--- config.mk ---
export PLATFORM = sky130hd
export DESIGN_NAME = wacl_cell
export DESIGN_NICKNAME = d
export VERILOG_FILES = /design/src/wacl_pkg.sv /design/src/wacl_cell.sv
export SDC_FILE = /design/constraint.sdc
export NUM_CORES = 1
export LEC_CHECK = 0
export ABC_CLOCK_PERIOD_IN_PS = 4400
export BUFFER_PORTS_ARGS = -buffer_cell sky130_fd_sc_hd__buf_2
export CAP_MARGIN = 20
export CORE_AREA = 8 8 120 111
export CTS_CLUSTER_SIZE = 16
export DETAILED_ROUTE_END_ITERATION = 10
export DIE_AREA = 0 0 128 119
export PLACE_DENSITY = 0.91
export SETUP_SLACK_MARGIN = 0.4
export SYNTH_ARGS = -nofsm -noshare
export SYNTH_HDL_FRONTEND = slang
export SYNTH_SLANG_ARGS = --single-unit
--- constraint.sdc ---
create_clock -name i_clk -period 4.4 [get_ports i_clk]
set_input_delay 0.88 -clock i_clk [delete_from_list [all_inputs] [get_ports i_clk]]
set_output_delay 0.88 -clock i_clk [all_outputs]
set_load 0.01 [all_outputs]
--- src/wacl_pkg.sv ---
// ----------------------------------------------------------------------------
// wacl_pkg
// Shared types, request codes and digit-mask helpers for the ACL packet filter.
// ----------------------------------------------------------------------------
package wacl_pkg;

    localparam int ADDR_W   = 32;
    localparam int WILD_W   = 8;
    localparam int IDX_OUT_W = 6;
    localparam int DIG_W    = 4;
    localparam int REQ_W    = 2;
    localparam int IN_DATA_W  = 88;
    localparam int OUT_DATA_W = 16;

    localparam logic [REQ_W-1:0] REQ_APPEND   = 2'd0;
    localparam logic [REQ_W-1:0] REQ_CLASSIFY = 2'd1;
    localparam logic [REQ_W-1:0] REQ_CLEAR    = 2'd2;

    typedef struct packed {
        logic [ADDR_W-1:0] src_val;
        logic [WILD_W-1:0] src_care;
        logic [ADDR_W-1:0] dst_val;
        logic [WILD_W-1:0] dst_care;
        logic              allow;
    } t_rule;

    typedef struct packed {
        logic                 vld;
        logic [ADDR_W-1:0]    src;
        logic [ADDR_W-1:0]    dst;
        logic                 hit;
        logic                 allow;
        logic [IDX_OUT_W-1:0] idx;
    } t_token;

    // digits that must match: inside the address width and not wildcarded
    function automatic logic [WILD_W-1:0] care_bits(input logic [WILD_W-1:0] wild,
                                                    input int digits);
        logic [WILD_W-1:0] c;
        c = '0;
        for (int i = 0; i < WILD_W; i++) begin
            c[i] = (i < digits) && !wild[i];
        end
        return c;
    endfunction

    function automatic logic [ADDR_W-1:0] expand_care(input logic [WILD_W-1:0] care);
        logic [ADDR_W-1:0] m;
        m = '0;
        for (int i = 0; i < WILD_W; i++) begin
            m[i*DIG_W +: DIG_W] = {DIG_W{care[i]}};
        end
        return m;
    endfunction

endpackage

--- src/wacl_cell.sv ---
// ----------------------------------------------------------------------------
// wacl_cell
// One rule slot; compares the passing search token and hands it on.
// ----------------------------------------------------------------------------
module wacl_cell
    import wacl_pkg::*;
#(
    parameter int CELL_IDX = 0
) (
    input  logic   i_clk,
    input  logic   i_rst_n,
    input  logic   i_wr,
    input  logic   i_clr,
    input  t_rule  i_rule,
    input  t_token i_tok,
    output t_token o_tok
);

    logic   r_vld;
    t_rule  r_rule;
    t_token r_tok;
    t_token n_tok;
    logic   w_hit;

    assign w_hit = r_vld
        && ((i_tok.src & expand_care(r_rule.src_care)) == r_rule.src_val)
        && ((i_tok.dst & expand_care(r_rule.dst_care)) == r_rule.dst_val);

    // later cells hold newer rules, so a later hit overrides
    always_comb begin
        n_tok = i_tok;
        if (i_tok.vld && w_hit) begin
            n_tok.hit   = 1'b1;
            n_tok.allow = r_rule.allow;
            n_tok.idx   = IDX_OUT_W'(CELL_IDX);
        end
    end

    always_ff @(posedge i_clk) begin
        if (!i_rst_n) begin
            r_vld <= 1'b0;
            r_tok <= '0;
        end else begin
            r_tok <= n_tok;
            if (i_clr) begin
                r_vld <= 1'b0;
            end else if (i_wr) begin
                r_vld <= 1'b1;
            end
        end
    end

    always_ff @(posedge i_clk) begin
        if (i_wr) begin
            r_rule <= i_rule;
        end
    end

    assign o_tok = r_tok;

endmodule

==> results of run 1 <==
-- Yosys cell counts (3+ instances only) --
library cell	n
a21boi_0	6
a21oi_1	8
a22oi_1	6
a2bb2oi_1	5
a31o_2	3
and2_1	65
and3_1	8
and3b_1	11
clkbuf_1	8
dfxtp_1	74
edfxtp_1	81
nand2_1	44
nand3b_1	5
nand4_1	7
nor2_1	5
nor4_1	4
nor4bb_1	3
o21ai_0	4
o22ai_1	4
or4_1	3
xnor2_1	3
xor2_1	23
-- worst max-delay path by stage --
stage               startpoint  endpoint  slack [ns]  cells past startpoint
finish                i_tok[8]  o_tok[0]        1.63                      7
detailed placement    i_tok[8]  o_tok[5]        1.22                      7
CTS                   i_tok[8]  o_tok[0]        1.64                      7
global placement      i_tok[8]  o_tok[0]        1.27                      7
global route          i_tok[8]  o_tok[3]        1.53                      7
floorplan             i_tok[8]  o_tok[4]        1.61                      7
-- worst max-delay path, stage by stage --
cell and delay (ns):
buf_2 0.11, and3b_1 0.16, or4_1 0.55, or4_1 0.51
nor4_1 0.26, and4_1 0.38, and3b_1 0.22
-- layout make-up --
cell class / instances / area, um^2 / share of cell area
tap: 156 / 195 / 0.0259
sequential: 155 / 3910 / 0.520
clock buffer: 17 / 425 / 0.0565
inverter: 2 / 7.51 / 0.000998
clock inverter: 15 / 223 / 0.0296
timing repair buffer: 230 / 1150 / 0.153
antenna: 1 / 2.50 / 0.000333
multi-input combinational: 244 / 1600 / 0.213
-- metrics by stage --
stage / hold WS (ns) / setup WS, ns / power, mW / instances / util
after global placement: 0.488 / 1.27 / 1.99 / 787 / 0.613
after CTS: 0.524 / 1.64 / 3.58 / 819 / 0.671
after global routing: 0.544 / 1.53 / 3.67 / 820 / 0.672
after floorplan: 0.473 / 1.61 / 1.82 / 410 / -
after detailed placement: 0.513 / 1.22 / 2.01 / 787 / 0.613
final: 0.515 / 1.63 / 3.55 / 820 / 0.672
-- power by group through the flow --
stage / Clock, mW / Sequential (mW) / Combinational, mW
after floorplan: 0 / 1.71 / 0.112
after global placement: 0 / 1.70 / 0.287
after detailed placement: 0 / 1.71 / 0.297
after CTS: 1.60 / 1.68 / 0.299
after global routing: 1.66 / 1.69 / 0.323
final: 1.58 / 1.68 / 0.294
-- kinds of logic after synthesis --
| group | Yosys count | synth area share |
|---|---|---|
| XOR/XNOR | 26 | 0.0409 |
| AO/OA/AOI/OAI | 54 | 0.0740 |
| buffers and inverters | 11 | 0.00877 |
| flip-flops | 155 | 0.703 |
| AND/OR/NAND/NOR | 163 | 0.171 |
| multiplexers | 1 | 0.00180 |
-- per-layer routing --
layer / up-vias / global-route usage / share of wire
li1: 1962 / - / -
met1: 1908 / 0.216 / 0.39
met2: 176 / 0.359 / 0.52
met3: 12 / 0.0758 / 0.087
met4: 2 / 0.0869 / 0.010
met5: - / 0 / 0.00064
-- registers in the layout, indices dropped and copies added (netlist names) --
signal / count
r_rule: 81
r_vld: 1
o_tok: 73
==> qor.yml, run 1 <==
hold_viol: 0
postCtsResizedCells: 0
dp_hpwl_um: 12300
ys_ff_latch: 155
cts.clk_slew.worst_paths_ns: 0.06
mostFrequentLayoutCells: "buf_2 (229), edfxtp_1 (81), dfxtp_1 (74)"
dr.first_iter.drc_count: 221
routed_via_density: 4.95
drtAntennaViolNets: 0
required_ns: 4.71
wire_per_inst_um: 19.0
finalSetupTns_ns: 0
p_leak_nw: 3.35
initial_core_util: 0.497
async_flop_share: 0
synth_top_area_frac: 0.437
tightest_slew_ns: 1.05
syn_avg_cell_area_um2: 13.6
hold_depth: 2
nNetsFinal: 808
drive_above_1_share: 0.406
area_delta_synth_final_pct: 35.2
cts_htree_levels: 4
p_comb_frac: 0.083
ir_worst_vdd_v: 0.000442
grtUsageTotal: 0.204
grt_pass1_vias: 4504
finalCriticalPeriod_ns: 2.77
finalSetupViolCount: 0
crit_type: "in -> reg"
root_buffer: "clkbuf_16"
skew_ns: 0.00701
rrSetupSlack_ns: 1.69
p_sw_mw: 0.774
gp_congestion: 0.817
yosys_warnings: 0
port-buffer-count: 230
worst-path-max-fanout: 8
worstReg2RegStart: "r_rule[1]"
synth_ff_type: "edfxtp_1"
final_common_cell: "buf_2"
powerDensity_nw_per_um2: 472
p_seq_frac: 0.473
hold_end: "r_vld"
die_area_um2: 15200
clock.fmax_mhz: 362
reg2regPathDepth: 6
power.share.switching: 0.218
maxCapViolCount: 0
vias: 4060
finalMaxSlewViolations: 0
cts_tree: "yes"
syn-cell-area_um2: 5570
drt_first_pass_iters: 4
min_from: "r_vld"
ios: 231
max_slew_margin: 0.298
synth_edf_count: 81
rows: 37
core_area_um2: 11200
placed_area_um2: 6870
synth_area_leader_cell: "edfxtp_1"
antenna_found_initial: 2
holdBufCountCts: 0
overflow: 0
p_int_mw: 2.78
syn_inst: 410
synth_area_leaders: "edfxtp_1 (44%), dfxtp_1 (27%), and2_1 (7.3%), xor2_1 (3.6%), nand2_1 (3.0%)"
p_clk_frac: 0.444
arrival_ns: 3.07
die_h_um: 119
cts_made_buffers: 17
cts_setup_buffers: 0
ys_seq_area_frac: 0.703
grt_max_degree: 83
drc: 0
cp-end-kind: "flop"
die_w_um: 128
fin_area_um2: 7520
nFillCells: 820
critical_path.startpoint_type: "input pin"
clk_latency_ns: 0.42
rsz0062_at_grt: "false"
cts.sinks: 155
grt_pass1_wl_um: 23400
netlist-cell-type-count: 46
clockBufferDepth: 2
r2r-end: "o_tok[0]"
outcome: "finished, final reports clean"
hp-class: "reg -> reg"
drt_wl_total_um: 15600
period_share: 0.629
syn-num-nets: 568
(Power assumes the default switching activity.)
==> run 2, diff against run 1 <==
ABC_CLOCK_PERIOD_IN_PS = 2900   (was 4400)
CORE_AREA = 8 8 123 114   (was 8 8 120 111)
DIE_AREA = 0 0 131 122   (was 0 0 128 119)
PLACE_DENSITY = 0.87   (was 0.91)
clock period = 2.9 ns   (was 4.4 ns; I/O delays follow)
==> run 2 against run 1 <==
  * Total power is 44% higher
  * Non-clock buffer count is 4 higher
  * Utilization shrank 3.5 points
  * Critical path depth decreased by 1
  * Clock power grew 33%
  * Critical path type is now reg -> reg
==> qor.yml, run 2 (synthesized netlist as in run 1, its figures left out) <==
outcome: "finished, final reports clean"
period_share: 0.839
path_cells: "and3b_1 -> or4_4 -> or4_4 -> nor4_4 -> and4_4 -> and3b_1"
required_ns: 3.21  # -1.50 ns
grtUsageTotal: 0.202  # -0.00260
area_delta_synth_final_pct: 35.5
cp-end-kind: "flop"
drt_first_pass_iters: 4  # unchanged
dr_wl_met3_um: 1540  # +13%
powerDensity_nw_per_um2: 678  # +44%
die_h_um: 122  # +2.5%
nFillCells: 901  # +9.9%
core_area_um2: 11800  # +5.7%
skew_ns: 0.00711  # +0.0000997 ns
drt_wl_total_um: 15900  # +2.0%
cts.clk_slew.worst_paths_ns: 0.06  # about the same
vias: 4158  # +2.4%
clock.fmax_mhz: 411
hp-class: "in -> reg"
rsz0062_at_grt: "true"
p_comb_frac: 0.090  # +0.007
slowest_delay_ns: 0.51  # -0.04 ns
seqCellArea_um2: 3910  # unchanged
cts_made_buffers: 17  # unchanged
ir_worst_vdd_v: 0.000837  # +89%
ios: 231  # unchanged
top_register: "r_rule"
finalCriticalPeriod_ns: 2.43
drtAntennaViolNets: 0  # unchanged
die_area_um2: 16000  # +4.9%
clk_latency_ns: 0.41  # about the same
tightest_slew_ns: 0.533  # -0.520 ns
holdBufCountCts: 0  # unchanged
rrSetupSlack_ns: 0.47  # -1.22 ns
finalMaxSlewViolations: 0  # unchanged
grt_pass1_wl_um: 23600  # +0.80%
cts_setup_buffers: 0  # unchanged
rows: 38  # +2.7%
dr.first_iter.drc_count: 178  # -19%
wl_met2_um: 7870  # -2.1%
largest_reg_flops: 81  # unchanged
finalSetupViolCount: 0  # unchanged
maxCapViolCount: 0  # unchanged
p_seq_frac: 0.499  # +0.026
gp_congestion: 0.815  # -0.28%
mostFrequentLayoutCells: "buf_2 (229), edfxtp_1 (81), dfxtp_1 (74)"
finalSetupTns_ns: 0  # unchanged
crit_type: "reg -> reg"
max_slew_margin: 0.644  # +0.346
worst-path-max-fanout: 8  # unchanged
hold_viol: 0  # unchanged
dr.max_layer_used: "met5"
cts.sinks: 155  # unchanged
initial_core_util: 0.470  # -0.0267
final_common_cell: "buf_2"
arrival_ns: 2.74  # -0.33 ns
critPathSlowestCell: "or4_4"
clockBufferDepth: 2  # unchanged
dp_hpwl_um: 12600  # +2.5%
reg2regPathDepth: 6  # unchanged
nNetsFinal: 812  # +0.50%
drive_above_1_share: 0.411  # +0.00506
p_int_mw: 3.97  # +43%
critical_path.startpoint_type: "flop"
overflow: 0  # unchanged
total_power_mw: 5.11  # +44%
cts_tree: "yes"
routed_via_density: 5.02  # +1.3%
cts_htree_levels: 4  # unchanged
wire_per_inst_um: 19.2  # +0.86%
p_leak_nw: 3.35  # +0.21%
p_sw_mw: 1.14  # +48%
die_w_um: 131  # +2.3%
grt_max_degree: 76  # -8.4%
m1WireLength_um: 6100  # +1.2%
p_clk_frac: 0.411  # -0.033
hold_depth: 1  # -1
antenna_found_initial: 3  # +1
grt_pass1_vias: 4509  # +0.11%
multi_input_area_um2: 1630  # +1.6%
root_buffer: "clkbuf_16"
power.share.switching: 0.224  # +0.00570
drc: 0  # unchanged
port-buffer-count: 230  # unchanged
## run 2: cell count changes in the layout (fill, tap and decap cells not counted), sizes merged
cell / before / now
clkinv: 6 / 7
clkinvlp: 3 / 5
buf: 230 / 234
clkbuf: 17 / 18
inv: 3 / 2
diode: 1 / 2
bufinv: 5 / 2
## run 2: worst max-delay path, delay by kind of cell (launching register included)
kind             cells  cell delay [ns]
AND/OR/NAND/NOR      6             1.85
flip-flops           1             0.46
## run 2: through the flow
step | hold slack [ns] | instance area, um^2 | util | worst slack (ns) | cells
floorplan | 0.473 | 5570 | - | 0.406 | 410
global placement | 0.483 | 6910 | 0.584 | 0.0728 | 794
detailed placement | 0.491 | 6910 | 0.584 | -0.0443 | 794
CTS | 0.315 | 7490 | 0.633 | 0.422 | 826
global route | 0.308 | 7540 | 0.637 | 0.355 | 829
finish | 0.335 | 7540 | 0.637 | 0.468 | 829
## run 2: final timing paths
check                                start         end
worst min-delay path            i_rule[61]  r_rule[61]
worst min register to register       r_vld       r_vld
worst max register to register   r_rule[1]    o_tok[0]
worst max-delay path             r_rule[1]    o_tok[0]
## run 2: repair_timing
item                                    in CTS  in global routing
hold endpoints to repair                     0                  0
pin swaps                                    2                  0
endpoints found under the setup margin       8                  7
resized for setup                            4                  3
cloned                                       0                  0
## run 2: layer usage
layer | GRT usage | vias to the layer above
li1 | - | 1965
met1 | 0.217 | 1976
met2 | 0.346 | 188
met3 | 0.0782 | 27
met4 | 0.0875 | 2
met5 | 0 | -
## run 2: power by group through the flow
stage	Combinational, mW	Sequential [mW]	Clock [mW]
final	0.461	2.55	2.10
after global routing	0.509	2.56	2.24
after CTS	0.462	2.55	2.14
after detailed placement	0.457	2.59	0
after global placement	0.442	2.58	0
after floorplan	0.169	2.60	0
## run 2: final cells by class
class                   count  area share
flip-flops and latches    155       0.519
multi-input cells         244       0.216
repair buffers            234       0.161
clock buffers              18      0.0582
well taps                 160      0.0266
clock inverters            14      0.0171
inverters                   2    0.000996
diodes                      2    0.000664
